`config.mk`:
```
export PLATFORM = sky130hd
export DESIGN_NAME = fixed_partition_fit_allocator_core
export DESIGN_NICKNAME = d
export VERILOG_FILES = /design/src/hw/rtl/fpfa_pkg.sv /design/src/hw/rtl/fixed_partition_fit_allocator_core.sv
export SDC_FILE = /design/constraint.sdc
export NUM_CORES = 1
export LEC_CHECK = 0
export BUFFER_PORTS_ARGS = -buffer_cell sky130_fd_sc_hd__buf_2
export CORE_AREA = 2 2 171 173
export DETAILED_ROUTE_END_ITERATION = 6
export DIE_AREA = 0 0 173 175
export PLACE_DENSITY = 0.74
export SYNTH_ARGS = -nofsm -noshare
export SYNTH_HDL_FRONTEND = slang
export SYNTH_SLANG_ARGS = --single-unit
```
`constraint.sdc`:
```
create_clock -name clock -period 4.44 [get_ports clock]
set_clock_uncertainty 0.2 [all_clocks]
set_input_delay 0.888 -clock clock [delete_from_list [all_inputs] [get_ports clock]]
set_output_delay 0.888 -clock clock [all_outputs]
set_load 0.02 [all_outputs]
```
`src/hw/rtl/fpfa_pkg.sv`:
```
// shared types and constants for the fixed partition fit allocator
// no dependencies; used by fixed_partition_fit_allocator_core

package fpfa_pkg;

   // default table shape
   localparam int PARTITIONS_DEF = 16;
   localparam int SIZE_BITS_DEF  = 16;

   // fixed field widths on the ports
   localparam int OP_BITS     = 2;
   localparam int SLOT_BITS   = 4;
   localparam int AMOUNT_BITS = 16;
   localparam int MODE_BITS   = 2;
   localparam int COUNT_BITS  = 5;
   localparam int CSR_IDX_BITS  = 1;
   localparam int CSR_DATA_BITS = 5;
   localparam int REQ_DATA_BITS = 24;
   localparam int RSP_DATA_BITS = 24;

   typedef enum logic [OP_BITS-1:0] {
      OP_LOAD  = 2'd0,
      OP_ALLOC = 2'd1,
      OP_CLEAR = 2'd2
   } op_type;

   typedef enum logic [MODE_BITS-1:0] {
      FIT_FIRST = 2'd0,
      FIT_BEST  = 2'd1,
      FIT_WORST = 2'd2
   } fit_type;

   typedef enum logic [CSR_IDX_BITS-1:0] {
      CSR_FIT_MODE   = 1'b0,
      CSR_PART_COUNT = 1'b1
   } csr_idx_type;

   typedef enum logic [1:0] {
      ST_IDLE,
      ST_SCAN,
      ST_DRAIN,
      ST_FINISH
   } state_type;

endpackage

```
`src/hw/rtl/fixed_partition_fit_allocator_core.sv`:
```
// fixed partition allocator: size table, used flags and a one-entry-per-cycle scan
// depends on fpfa_pkg for widths, codes and the sequencer state type

// channel  dir  handshake             payload
// req      in   req_tvalid/req_tready tuser[1:0] operation; tdata[3:0] slot, [19:4] amount
// rsp      out  rsp_tvalid/rsp_tready tuser[0] granted; tdata[3:0] chosen_slot, [19:4] size
// csr      in   csr_valid/csr_ready   csr_index register, csr_data value (always ready)
//
// load and free-all give no result
// an allocate scans limit entries (limit = min(partition_count, PARTITIONS)) in the
// single compare unit, one table entry per cycle, then drains; limit 0 goes to finish
// the result waits in the output register; a new item is taken meanwhile, and a
// later allocate holds in its finish step until the output register is free
// synchronous active-high reset; no clearing pass, sizes are covered by valid bits

module fixed_partition_fit_allocator_core #(
   parameter int PARTITIONS = fpfa_pkg::PARTITIONS_DEF,
   parameter int SIZE_BITS  = fpfa_pkg::SIZE_BITS_DEF
) (
   input  logic                                 clock,
   input  logic                                 reset,
   // request channel
   input  logic                                 req_tvalid,
   output logic                                 req_tready,
   input  logic [fpfa_pkg::REQ_DATA_BITS-1:0]   req_tdata,  // slot, amount, zero pad
   input  logic [fpfa_pkg::OP_BITS-1:0]         req_tuser,  // operation
   // result channel
   output logic                                 rsp_tvalid,
   input  logic                                 rsp_tready,
   output logic [fpfa_pkg::RSP_DATA_BITS-1:0]   rsp_tdata,  // chosen_slot, chosen_size, pad
   output logic                                 rsp_tuser,  // granted
   // configuration writes
   input  logic                                 csr_valid,
   output logic                                 csr_ready,
   input  logic [fpfa_pkg::CSR_IDX_BITS-1:0]    csr_index,
   input  logic [fpfa_pkg::CSR_DATA_BITS-1:0]   csr_data
);

   localparam int IDX_BITS = (PARTITIONS > 1) ? $clog2(PARTITIONS) : 1;
   localparam int CNT_BITS = $clog2(PARTITIONS + 1);

   // request unpacking
   logic [fpfa_pkg::SLOT_BITS-1:0]   req_slot;
   logic [fpfa_pkg::AMOUNT_BITS-1:0] req_amount;
   logic                             req_fire;
   logic                             rsp_fire;

   assign req_slot   = req_tdata[fpfa_pkg::SLOT_BITS-1:0];
   assign req_amount = req_tdata[fpfa_pkg::SLOT_BITS +: fpfa_pkg::AMOUNT_BITS];
   assign req_fire   = req_tvalid && req_tready;
   assign rsp_fire   = rsp_tvalid && rsp_tready;

   // configuration registers
   logic [fpfa_pkg::MODE_BITS-1:0]  fit_mode_ff;
   logic [fpfa_pkg::COUNT_BITS-1:0] part_count_ff;

   assign csr_ready = 1'b1;

   always_ff @(posedge clock) begin
      if (reset) begin
         fit_mode_ff   <= '0;
         part_count_ff <= '0;
      end else if (csr_valid && csr_ready) begin
         unique case (csr_index)
            fpfa_pkg::CSR_FIT_MODE:   fit_mode_ff   <= csr_data[fpfa_pkg::MODE_BITS-1:0];
            fpfa_pkg::CSR_PART_COUNT: part_count_ff <= csr_data[fpfa_pkg::COUNT_BITS-1:0];
            default: ;
         endcase
      end
   end

   // sequencer
   fpfa_pkg::state_type state_ff, state_in;
   logic [CNT_BITS-1:0] scan_ff;
   logic [CNT_BITS-1:0] limit_ff;
   logic [CNT_BITS-1:0] limit_in;
   logic                last_issue;
   logic                is_alloc;
   logic                scan_issue;
   logic                rsp_load;

   assign is_alloc   = (req_tuser == fpfa_pkg::OP_ALLOC);
   assign limit_in   = (32'(part_count_ff) > PARTITIONS) ? CNT_BITS'(PARTITIONS)
                                                          : CNT_BITS'(part_count_ff);
   assign last_issue = (CNT_BITS'(scan_ff + 1'b1) == limit_ff);

   // next state
   always_comb begin
      state_in = state_ff;
      unique case (state_ff)
         fpfa_pkg::ST_IDLE: begin
            if (req_fire && is_alloc) begin
               state_in = (limit_in == '0) ? fpfa_pkg::ST_FINISH : fpfa_pkg::ST_SCAN;
            end
         end
         fpfa_pkg::ST_SCAN: begin
            if (last_issue) begin
               state_in = fpfa_pkg::ST_DRAIN;
            end
         end
         fpfa_pkg::ST_DRAIN: begin
            state_in = fpfa_pkg::ST_FINISH;
         end
         fpfa_pkg::ST_FINISH: begin
            if (!rsp_tvalid || rsp_tready) begin
               state_in = fpfa_pkg::ST_IDLE;
            end
         end
         default: state_in = fpfa_pkg::ST_IDLE;
      endcase
   end

   // sequencer outputs
   always_comb begin
      req_tready = 1'b0;
      scan_issue = 1'b0;
      rsp_load   = 1'b0;
      unique case (state_ff)
         fpfa_pkg::ST_IDLE:   req_tready = 1'b1;
         fpfa_pkg::ST_SCAN:   scan_issue = 1'b1;
         fpfa_pkg::ST_DRAIN:  ;
         fpfa_pkg::ST_FINISH: rsp_load   = !rsp_tvalid || rsp_tready;
         default: ;
      endcase
   end

   always_ff @(posedge clock) begin
      if (reset) begin
         state_ff <= fpfa_pkg::ST_IDLE;
         scan_ff  <= '0;
         limit_ff <= '0;
      end else begin
         state_ff <= state_in;
         if (req_fire && is_alloc) begin
            scan_ff  <= '0;
            limit_ff <= limit_in;
         end else if (scan_issue) begin
            scan_ff  <= CNT_BITS'(scan_ff + 1'b1);
         end
      end
   end

   // partition size table, one write and one registered read per cycle
   logic [SIZE_BITS-1:0]  size_mem [PARTITIONS];
   logic [PARTITIONS-1:0] size_valid_ff;
   logic [PARTITIONS-1:0] used_ff;
   logic                  load_hit;
   logic [IDX_BITS-1:0]   load_idx;
   logic [IDX_BITS-1:0]   scan_idx;

   assign load_hit = req_fire && (req_tuser == fpfa_pkg::OP_LOAD) &&
                     (32'(req_slot) < PARTITIONS);
   assign load_idx = IDX_BITS'(req_slot);
   assign scan_idx = scan_ff[IDX_BITS-1:0];

   always_ff @(posedge clock) begin
      if (load_hit) begin
         size_mem[load_idx] <= SIZE_BITS'(req_amount);
      end
   end

   // read stage for the entry being examined
   logic [SIZE_BITS-1:0] rd_size_ff;
   logic                 rd_size_ok_ff;
   logic                 rd_used_ff;
   logic [IDX_BITS-1:0]  stage_idx_ff;
   logic                 stage_valid_ff;

   always_ff @(posedge clock) begin
      if (scan_issue) begin
         rd_size_ff    <= size_mem[scan_idx];
         rd_size_ok_ff <= size_valid_ff[scan_idx];
         rd_used_ff    <= used_ff[scan_idx];
         stage_idx_ff  <= scan_idx;
      end
   end

   always_ff @(posedge clock) begin
      if (reset) begin
         stage_valid_ff <= 1'b0;
      end else begin
         stage_valid_ff <= scan_issue;
      end
   end

   // shared compare unit: larger than the request, then beats the current pick
   logic [SIZE_BITS-1:0] amount_ff;
   logic [SIZE_BITS-1:0] stage_size;
   logic                 candidate;
   logic                 better;
   logic                 found_ff;
   logic [IDX_BITS-1:0]  pick_idx_ff;
   logic [SIZE_BITS-1:0] pick_size_ff;

   assign stage_size = rd_size_ok_ff ? rd_size_ff : '0;
   assign candidate  = stage_valid_ff && !rd_used_ff && (stage_size > amount_ff);

   // same request on every entry, so comparing sizes orders the leftovers
   always_comb begin
      case (fit_mode_ff)
         fpfa_pkg::FIT_BEST:  better = stage_size < pick_size_ff;
         fpfa_pkg::FIT_WORST: better = stage_size > pick_size_ff;
         default:             better = 1'b0;
      endcase
   end

   always_ff @(posedge clock) begin
      if (req_fire && is_alloc) begin
         amount_ff <= SIZE_BITS'(req_amount);
      end
   end

   always_ff @(posedge clock) begin
      if (reset) begin
         found_ff <= 1'b0;
      end else if (req_fire && is_alloc) begin
         found_ff <= 1'b0;
      end else if (candidate && (!found_ff || better)) begin
         found_ff <= 1'b1;
      end
   end

   always_ff @(posedge clock) begin
      if (candidate && (!found_ff || better)) begin
         pick_idx_ff  <= stage_idx_ff;
         pick_size_ff <= stage_size;
      end
   end

   // valid bits for sizes and used flags
   always_ff @(posedge clock) begin
      if (reset) begin
         size_valid_ff <= '0;
         used_ff       <= '0;
      end else begin
         if (load_hit) begin
            size_valid_ff[load_idx] <= 1'b1;
         end
         if (req_fire && (req_tuser == fpfa_pkg::OP_CLEAR)) begin
            used_ff <= '0;
         end else if (rsp_load && found_ff) begin
            used_ff[pick_idx_ff] <= 1'b1;
         end
      end
   end

   // output register
   logic                               rsp_valid_ff;
   logic                               rsp_granted_ff;
   logic [fpfa_pkg::SLOT_BITS-1:0]     rsp_slot_ff;
   logic [fpfa_pkg::AMOUNT_BITS-1:0]   rsp_size_ff;

   always_ff @(posedge clock) begin
      if (reset) begin
         rsp_valid_ff <= 1'b0;
      end else if (rsp_load) begin
         rsp_valid_ff <= 1'b1;
      end else if (rsp_fire) begin
         rsp_valid_ff <= 1'b0;
      end
   end

   always_ff @(posedge clock) begin
      if (rsp_load) begin
         rsp_granted_ff <= found_ff;
         rsp_slot_ff    <= found_ff ? fpfa_pkg::SLOT_BITS'(pick_idx_ff) : '0;
         rsp_size_ff    <= found_ff ? fpfa_pkg::AMOUNT_BITS'(pick_size_ff) : '0;
      end
   end

   assign rsp_tvalid = rsp_valid_ff;
   assign rsp_tuser  = rsp_granted_ff;
   assign rsp_tdata  = {{(fpfa_pkg::RSP_DATA_BITS - fpfa_pkg::SLOT_BITS
                          - fpfa_pkg::AMOUNT_BITS){1'b0}}, rsp_size_ff, rsp_slot_ff};

`ifndef NO_ASSERTIONS
   // an allocate holds off further requests while it scans
   a_alloc_blocks: assert property (@(posedge clock) disable iff (reset)
      (req_fire && is_alloc) |=> !req_tready)
      else $error("request accepted during an allocation");

   // a grant leaves its partition marked used
   a_grant_marks: assert property (@(posedge clock) disable iff (reset)
      (rsp_load && found_ff) |=> used_ff[$past(pick_idx_ff)])
      else $error("granted partition not marked used");

   // a refusal carries no slot and no size
   a_refusal_zero: assert property (@(posedge clock) disable iff (reset)
      (rsp_tvalid && !rsp_tuser) |-> (rsp_tdata == '0))
      else $error("refusal with non-zero payload");

   // entries are examined only while scanning or draining
   a_stage_state: assert property (@(posedge clock) disable iff (reset)
      stage_valid_ff |-> (state_ff == fpfa_pkg::ST_SCAN || state_ff == fpfa_pkg::ST_DRAIN))
      else $error("entry examined outside a scan");
`endif

endmodule
```
==> qor.csv, run 1 <==
metric,value,unit
final-seq-area,11100,µm²
synth_warnings,0,
synth.distinct_cells,53,
outcome,"finished, final reports clean",
period_share,82.3,%
slew_violations,0,
syn_area,15500,µm²
die_y,175,µm
fin_nets,1024,
cp.arrival,3.66,ns
fin_setup_tns,0,ns
drt_iter0_drc,701,
cp-start-kind,flop,
gp_congestion,0.746,
synthFlopType,edfxtp_1,
async_flop_share,0,%
synth-seq-cells,389,
synth_most_common_cell,edfxtp_1,
clock_latency,0.53,ns
io_pins,65,
cellPowerDensity,488,nW/µm²
dpl.cell_count,1293,
ant_nets,0,
synth_area_leaders,"edfxtp_1 65%, mux4_2 12%, dfxtp_1 7.0%",
clockRootBuffer,clkbuf_16,
total_power,8.59,mW
drc,0,
yosysTopAreaCell,edfxtp_1,
rsz0062_at_grt,no,
netlist.area_leader.share,64.8,%
drive_above_1_share,25.9,%
cts_setup_buffers,0,
antenna_cells,0,
die_area,30300,µm²
cp_common_cell,o211ai_1,
first_pass_iters,4,
max_stage_delay,0.64,ns
path_cells,"and2_1, ha_1, and4_1, o211ai_1, o211ai_1, a2111oi_2, a311oi_1, a311oi_2, buf_4",
die_x,173,µm
ys_seq_area_share,71.8,%
critPathCaptureType,flop,
num-fill-cells,1984,
critPathKind,reg -> reg,
grt_max_degree,45,
critPathMaxFanout,19,
postCtsHoldBufs,0,
clockBufferDepth,3,
fmax,274,MHz
worst_slew_pin_slew,0.867,ns
areaGrowthSynthToFinish,13.5,%
leakagePower,6.02,nW
max-slew-margin-rel,41.9,%
dp_hpwl,18.8,mm
setup_viol,0,
wl_per_cell,22.1,µm
hold_path.class,reg -> reg,
numPortBuffers,55,
start_util,54.7,%
fin_util,62.0,%
core_area,28400,µm²
ctsResizeCount,0,
final_cells,1366,
placementRows,62,
wl,30.2,mm
crit_required,4.44,ns
multi_input_area,4040,µm²
path_clk_slew,0.06,ns
worst-path-buf-inv,1,
grt_overflow,0,
via_count,7806,
crit_slowest_cell,edfxtp_1,
syn_avg_cell_area,18.0,µm²
antenna_found_initial,0,
numCtsBuffers,40,
grt_pass1_wl,47.0,mm
cpLargestDelayFamily,compound AO/OA/AOI/OAI gates,
cap_viol_max_count,0,
grt_pass1_vias,7856,
cts_tree,built,
cts_sinks,389,
viasPerCell,5.71,
postSynthCellCount,863,
period_needed,3.65,ns
peakVddDrop,0.435,mV
hold_violations,0,
synth-edff-count,335,
grt.total_usage,20.7,%
cts_htree_levels,2,
post_synth_most_frequent_cells,"335 x edfxtp_1, 86 x mux4_2, 81 x nor2_1, 54 x dfxtp_1, 41 x inv_1",
## stage by stage
step                hold WS, ns  setup WS, ns  instance area (µm²)
floorplan                 0.200         0.191                15500
global placement          0.203         0.886                16300
detailed placement        0.205         0.781                16300
CTS                       0.219         0.760                17600
global route              0.223         0.545                17600
finish                    0.219         0.785                17600
## metal layers
layer  global-route usage [%]  routed length (µm)  vias to the layer above
met5                        0                   0                        -
met3                     3.70                1660                       47
li1                         -                   -                     3543
met4                     5.93                 646                        0
met1                     27.1               12300                     3975
met2                     36.0               15600                      241
## final cells by class
| cell class | instances | share of cell area, % |
|---|---|---|
| flip-flops and latches | 389 | 63.3 |
| multi-input cells | 398 | 22.9 |
| clock buffers | 52 | 6.24 |
| well taps | 384 | 2.73 |
| repair buffers | 80 | 2.70 |
| clock inverters | 21 | 1.21 |
| inverters | 42 | 0.895 |
## cells in the final DEF (no fill, tap or decap), types with 7 or more instances in the layout
master	Yosys	routed
edfxtp_1	335	335
nand3_1	10	10
inv_1	41	41
nor2b_1	9	8
xnor2_1	7	7
buf_4	5	24
a31oi_1	7	7
nor2_1	81	69
buf_2	5	55
ha_1	36	36
a21oi_1	36	36
a21o_1	8	8
dfxtp_1	54	51
and2_1	18	18
clkinv_1	1	7
nor2_2	0	12
clkbuf_16	0	42
clkbuf_1	19	9
nand2_1	21	21
mux4_2	86	86
clkinv_2	0	9
## registers in the layout (all words and copies together), names as in the netlist
name / cells
found_ff: 1
scan_ff: 5
rsp_tuser: 1
rsp_size_ff: 16
limit_ff: 5
rd_used_ff: 1
fit_mode_ff: 2
size_mem: 256
amount_ff: 16
rd_size_ff: 16
rsp_slot_ff: 4
size_valid_ff: 16
pick_size_ff: 16
rsp_tvalid: 1
rd_size_ok_ff: 1
stage_valid_ff: 1
state_ff: 2
part_count_ff: 5
used_ff: 16
stage_idx_ff: 4
pick_idx_ff: 4
## power breakdown
part | leakage, nW | internal [mW] | total [mW] | switching (mW)
combinational | 1.90 | 0.519 | 1.05 | 0.527
clock | 0.648 | 1.98 | 3.29 | 1.31
sequential | 3.47 | 4.13 | 4.26 | 0.129
total | 6.02 | 6.63 | 8.59 | 1.97
## worst paths after layout
| check | from | endpoint | slack (ns) | cells after the start |
|---|---|---|---|---|
| worst min-delay path | stage_idx_ff[3]$_DFFE_PP_ | pick_idx_ff[3]$_DFFE_PP_ | 0.22 | 0 |
| worst max-delay path | rd_size_ok_ff$_DFFE_PP_ | pick_size_ff[10]$_DFFE_PP_ | 0.79 | 9 |
| worst max register to register | rd_size_ok_ff$_DFFE_PP_ | pick_size_ff[10]$_DFFE_PP_ | 0.79 | 9 |
| worst min register to register | stage_idx_ff[3]$_DFFE_PP_ | pick_idx_ff[3]$_DFFE_PP_ | 0.22 | 0 |
## cells by family (layout without fill, tap and decap cells)
kind of cell,after synthesis,after routing,synth area share (%)
fa+ha+maj,37,37,2.97
mux,92,92,13.3
compound gates,75,75,3.18
buf+inv,79,195,2.64
xor+xnor,11,11,0.621
simple gates,178,178,5.48
flops,389,389,71.8
other cells,2,5,0.0484
(Power assumes the default switching activity.)
==> run 2, diff against run 1 <==
CORE_AREA = 2 2 164 166   (was 2 2 171 173)
DIE_AREA = 0 0 166 168   (was 0 0 173 175)
PLACE_DENSITY = 0.76   (was 0.74)
clock period = 3.6 ns   (was 4.44 ns; I/O delays follow)
==> qor.csv, run 2 (synthesized netlist as in run 1, its figures left out) <==
metric,value,unit
die_area,27900,µm²
clockBufferDepth,3,
core_area,26400,µm²
numCtsBuffers,39,
path_clk_slew,0.06,ns
cellPowerDensity,585,nW/µm²
hold_violations,0,
period_needed,3.31,ns
num-fill-cells,1679,
leakagePower,6.03,nW
cp.arrival,3.32,ns
drc,0,
numPortBuffers,55,
grt_max_degree,54,
grt_overflow,0,
cts_tree,built,
viasPerCell,5.99,
critPathCaptureType,flop,
total_power,10.3,mW
max-slew-margin-rel,42.7,%
clock_latency,0.52,ns
outcome,"finished, final reports clean",
wl,30.6,mm
worst_slew_pin_slew,0.859,ns
cp-start-kind,flop,
largest_reg_flops,256,
ant_nets,0,
cp_common_cell,o211ai_1,
layout_common_cells,"335 x edfxtp_1, 86 x mux4_2, 69 x nor2_1",
cts_sinks,389,
first_pass_iters,5,
crit_slowest_cell,edfxtp_1,
peakVddDrop,0.531,mV
grt_pass1_wl,47.0,mm
setup_viol,0,
hold_path.class,reg -> reg,
fin_nets,1038,
rsz0062_at_grt,no,
slew_violations,0,
grt_pass1_vias,8089,
die_x,166,µm
antenna_cells,0,
antenna_found_initial,1,
areaGrowthSynthToFinish,13.1,%
wl_per_cell,23.0,µm
fmax,302,MHz
critPathKind,reg -> reg,
critPathMaxFanout,12,
die_y,168,µm
ctsResizeCount,0,
grt.total_usage,22.5,%
postCtsHoldBufs,0,
cap_viol_max_count,0,
gp_congestion,0.752,
drive_above_1_share,26.6,%
regMostFlops,size_mem,
start_util,58.9,%
period_share,91.9,%
path_cells,"and2_1, ha_1, and4_1, o211ai_1, o211ai_1, a2111oi_2, a311oi_1, a311oi_4, buf_4",
placementRows,60,
fin_setup_tns,0,ns
max_stage_delay,0.54,ns
cts_htree_levels,2,
fin_util,66.6,%
clockRootBuffer,clkbuf_16,
crit_required,3.61,ns
via_count,7956,
drt_iter0_drc,720,
cts_setup_buffers,0,
io_pins,65,
dp_hpwl,19.0,mm
final_common_cell,edfxtp_1,
## run 2: changes by cell type in the layout (fill, tap and decap cells not counted), moves of 2 or more
cell	change
clkinv_2	-2
clkbuf_16	-3
bufinv_16	-2
clkbuf_1	-2
buf_4	+13
buf_12	+2
## run 2: worst paths after layout
check                                          startpoint                         to  slack (ns)  cells past startpoint
worst max-delay path              rd_size_ok_ff$_DFFE_PP_  pick_size_ff[7]$_DFFE_PP_        0.29                      9
worst min-delay path            stage_idx_ff[2]$_DFFE_PP_   pick_idx_ff[2]$_DFFE_PP_        0.22                      0
worst max register to register    rd_size_ok_ff$_DFFE_PP_  pick_size_ff[7]$_DFFE_PP_        0.29                      9
worst min register to register  stage_idx_ff[2]$_DFFE_PP_   pick_idx_ff[2]$_DFFE_PP_        0.22                      0
## run 2: layer usage
layer,wire length [µm],GRT usage (%),part of all wire (%)
met1,11900,29.6,39
met2,15500,38.6,51
met3,2340,4.33,7.7
met4,801,7.03,2.6
met5,13,0,0.043
## run 2: layout make-up
class,count,area [µm²],area share (%)
sequential,389,11100,63.5
multi-input combinational,398,4050,23.1
clock buffer,48,1030,5.87
timing repair buffer,95,613,3.49
tap,341,427,2.43
inverter,42,158,0.898
clock inverter,16,128,0.727
## run 2: worst max-delay path, delay by kind of cell, from the launching register on
| family | cells | cell delay [ns] |
|---|---|---|
| flip-flops | 1 | 0.54 |
| buffers and inverters | 1 | 0.25 |
| adder cells (fa/ha/maj) | 1 | 0.33 |
| AND/OR/NAND/NOR | 2 | 0.49 |
| AO/OA/AOI/OAI | 5 | 1.19 |
## run 2: stage by stage
stage          cell area [µm²]  setup WS, ns  cells  hold WS [ns]
2_1_floorplan            15500         0.157    866         0.200
3_3_place_gp             16400         0.390   1265         0.205
3_5_place_dp             16400         0.332   1265         0.208
4_1_cts                  17600         0.304   1329         0.224
5_1_grt                  17600         0.166   1329         0.240
6_report                 17600         0.290   1329         0.217
## run 2: power by group
group	switching, mW	leakage [nW]	internal [mW]
Combinational	0.632	1.98	0.657
Sequential	0.166	3.47	5.09
Clock	1.57	0.571	2.16
Total	2.37	6.03	7.90
==> run 3, diff against run 2 <==
ABC_AREA = 1   (was unset)
CORE_AREA = 2 2 168 170   (was 2 2 164 166)
DIE_AREA = 0 0 170 172   (was 0 0 166 168)
==> qor.csv, run 3 <==
metric,value,unit
wl,34.3,mm
gp_congestion,0.832,
crit_slowest_cell,edfxtp_1,
path_clk_slew,0.06,ns
clockBufferDepth,3,
num-fill-cells,1910,
synth.distinct_cells,41,
fin_nets,1462,
cts_sinks,389,
synth_area_leaders,"edfxtp_1 62%, dfxtp_1 6.7%, inv_1 4.2%",
dp_hpwl,20.5,mm
hold_depth,0,
pre_cts_ws,0.761,ns
setup_ws,0.755,ns
synth_most_common_cell,edfxtp_1,
dpl.cell_count,1693,
largest_reg_flops,256,
final-seq-area,11100,µm²
hold_ws,0.216,ns
synth_compound_area_share,10.8,%
met2WireLength,17.2,mm
fmax,352,MHz
worst_slew_pin_slew,1.24,ns
post_synth_most_frequent_cells,"335 x edfxtp_1, 182 x inv_1, 111 x a21oi_1, 108 x nand2_1, 95 x nor2_1",
top_layer_used,met4,
clock_latency,0.53,ns
final_cells,1764,
synth_warnings,0,
hold_path.class,reg -> reg,
cellPowerDensity,646,nW/µm²
die_y,172,µm
critPathKind,reg -> reg,
die_area,29200,µm²
cts_tree,built,
cts_htree_levels,2,
placementRows,61,
postCtsHoldBufs,0,
period_needed,2.84,ns
final_common_cell,edfxtp_1,
total_power,11.8,mW
io_pins,65,
synthFlopType,edfxtp_1,
numCtsBuffers,40,
fin_setup_tns,0,ns
synth.area.mux_share,4.07,%
yosysTopAreaCell,edfxtp_1,
synthXorXnorAreaFrac,0.216,%
drive_above_1_share,12.6,%
grt_pass1_wl,53.1,mm
async_flop_share,0,%
fin_util,66.6,%
synth-edff-count,335,
syn_avg_cell_area,12.3,µm²
crit_required,3.60,ns
final_cell_area,18300,µm²
postSynthCellCount,1320,
grt_pass1_vias,9750,
rr_worst_depth,11,
leakagePower,6.87,nW
cap_viol_max_count,0,
ys_seq_area_share,68.6,%
drc,0,
die_x,170,µm
hold_violations,0,
dpl_cell_area,17000,µm²
antenna_found_initial,1,
grt_overflow,0,
wl_per_cell,19.5,µm
multi_input_area,4070,µm²
ant_nets,0,
synth_fa_ha_area_share,2.77,%
slew_violations,0,
grt_max_degree,58,
syn_area,16200,µm²
critPathCaptureType,flop,
regMostFlops,size_mem,
wl_met1,13.6,mm
setup_viol,0,
via_count,10100,
drt_iter0_drc,950,
rsz0062_at_grt,no,
netlist.area_leader.share,62.0,%
outcome,"finished, final reports clean",
numPortBuffers,55,
cp-start-kind,flop,
grt.total_usage,24.1,%
core_area,27500,µm²
cp.arrival,2.85,ns
critPathMaxFanout,20,
clockRootBuffer,clkbuf_16,
dr_wl_met3,2.28,mm
viasPerCell,5.72,
synth_top_family_by_area,compound AO/OA/AOI/OAI gates,
areaGrowthSynthToFinish,12.8,%
max_stage_delay,0.64,ns
peakVddDrop,0.461,mV
cts_setup_buffers,0,
max-slew-margin-rel,16.9,%
start_util,59.1,%
period_share,79.0,%
synth-seq-cells,389,
ctsResizeCount,0,
synthSimpleGateAreaFrac,6.80,%
layout_common_cells,"335 x edfxtp_1, 182 x inv_1, 110 x a21oi_1",
path_cells,"nand2_1, inv_1, ha_1, nand2_1, inv_1, nand3_1, nor3_1, a21boi_1, o21ai_1, a21oi_2, buf_4",
first_pass_iters,6,
run 3: cell count changes after synthesis, sizes merged, moves of 30 or more:
cell | previous run | this run
inv | 41 | 188
a21oi | 36 | 113
o211ai | 2 | 71
o21ai | 4 | 109
mux2i | 2 | 66
nand2 | 21 | 111
mux4 | 90 | 0
nand3 | 10 | 40
run 3: final timing paths:
path / slack (ns) / end / startpoint
max: 0.76 / pick_size_ff[5]$_DFFE_PP_ / rd_size_ok_ff$_DFFE_PP_
min: 0.22 / pick_idx_ff[1]$_DFFE_PP_ / stage_idx_ff[1]$_DFFE_PP_
max reg2reg: 0.76 / pick_size_ff[5]$_DFFE_PP_ / rd_size_ok_ff$_DFFE_PP_
min reg2reg: 0.22 / pick_idx_ff[1]$_DFFE_PP_ / stage_idx_ff[1]$_DFFE_PP_
run 3: worst max-delay path, delay by kind of cell (launching register included):
kind	cells	cell delay [ns]
buf+inv	3	0.43
simple gates	4	0.49
flops	1	0.64
compound gates	3	0.47
fa+ha+maj	1	0.29
run 3: logic make-up after synthesis:
kind of cell / after synthesis
compound gates: 306
xor+xnor: 4
fa+ha+maj: 36
buf+inv: 254
flops: 389
mux: 66
other cells: 2
simple gates: 263
run 3: power breakdown:
| part | internal [mW] | switching (mW) | total (mW) |
|---|---|---|---|
| clock | 2.58 | 1.65 | 4.24 |
| combinational | 0.790 | 1.46 | 2.25 |
| sequential | 5.17 | 0.171 | 5.34 |
| total | 8.54 | 3.28 | 11.8 |
run 3: area by class of cell:
| type | count | share of cell area [%] |
|---|---|---|
| antenna | 1 | 0.0137 |
| multi-input combinational | 680 | 22.2 |
| tap | 346 | 2.36 |
| sequential | 389 | 60.9 |
| clock buffer | 47 | 5.73 |
| timing repair buffer | 89 | 3.31 |
| inverter | 189 | 3.87 |
| clock inverter | 23 | 1.61 |
run 3: per-layer routing:
layer	global-route usage (%)	vias to the layer above
met5	0	-
met2	42.2	404
met1	31.3	4817
met3	2.93	86
li1	-	4791
met4	8.81	0
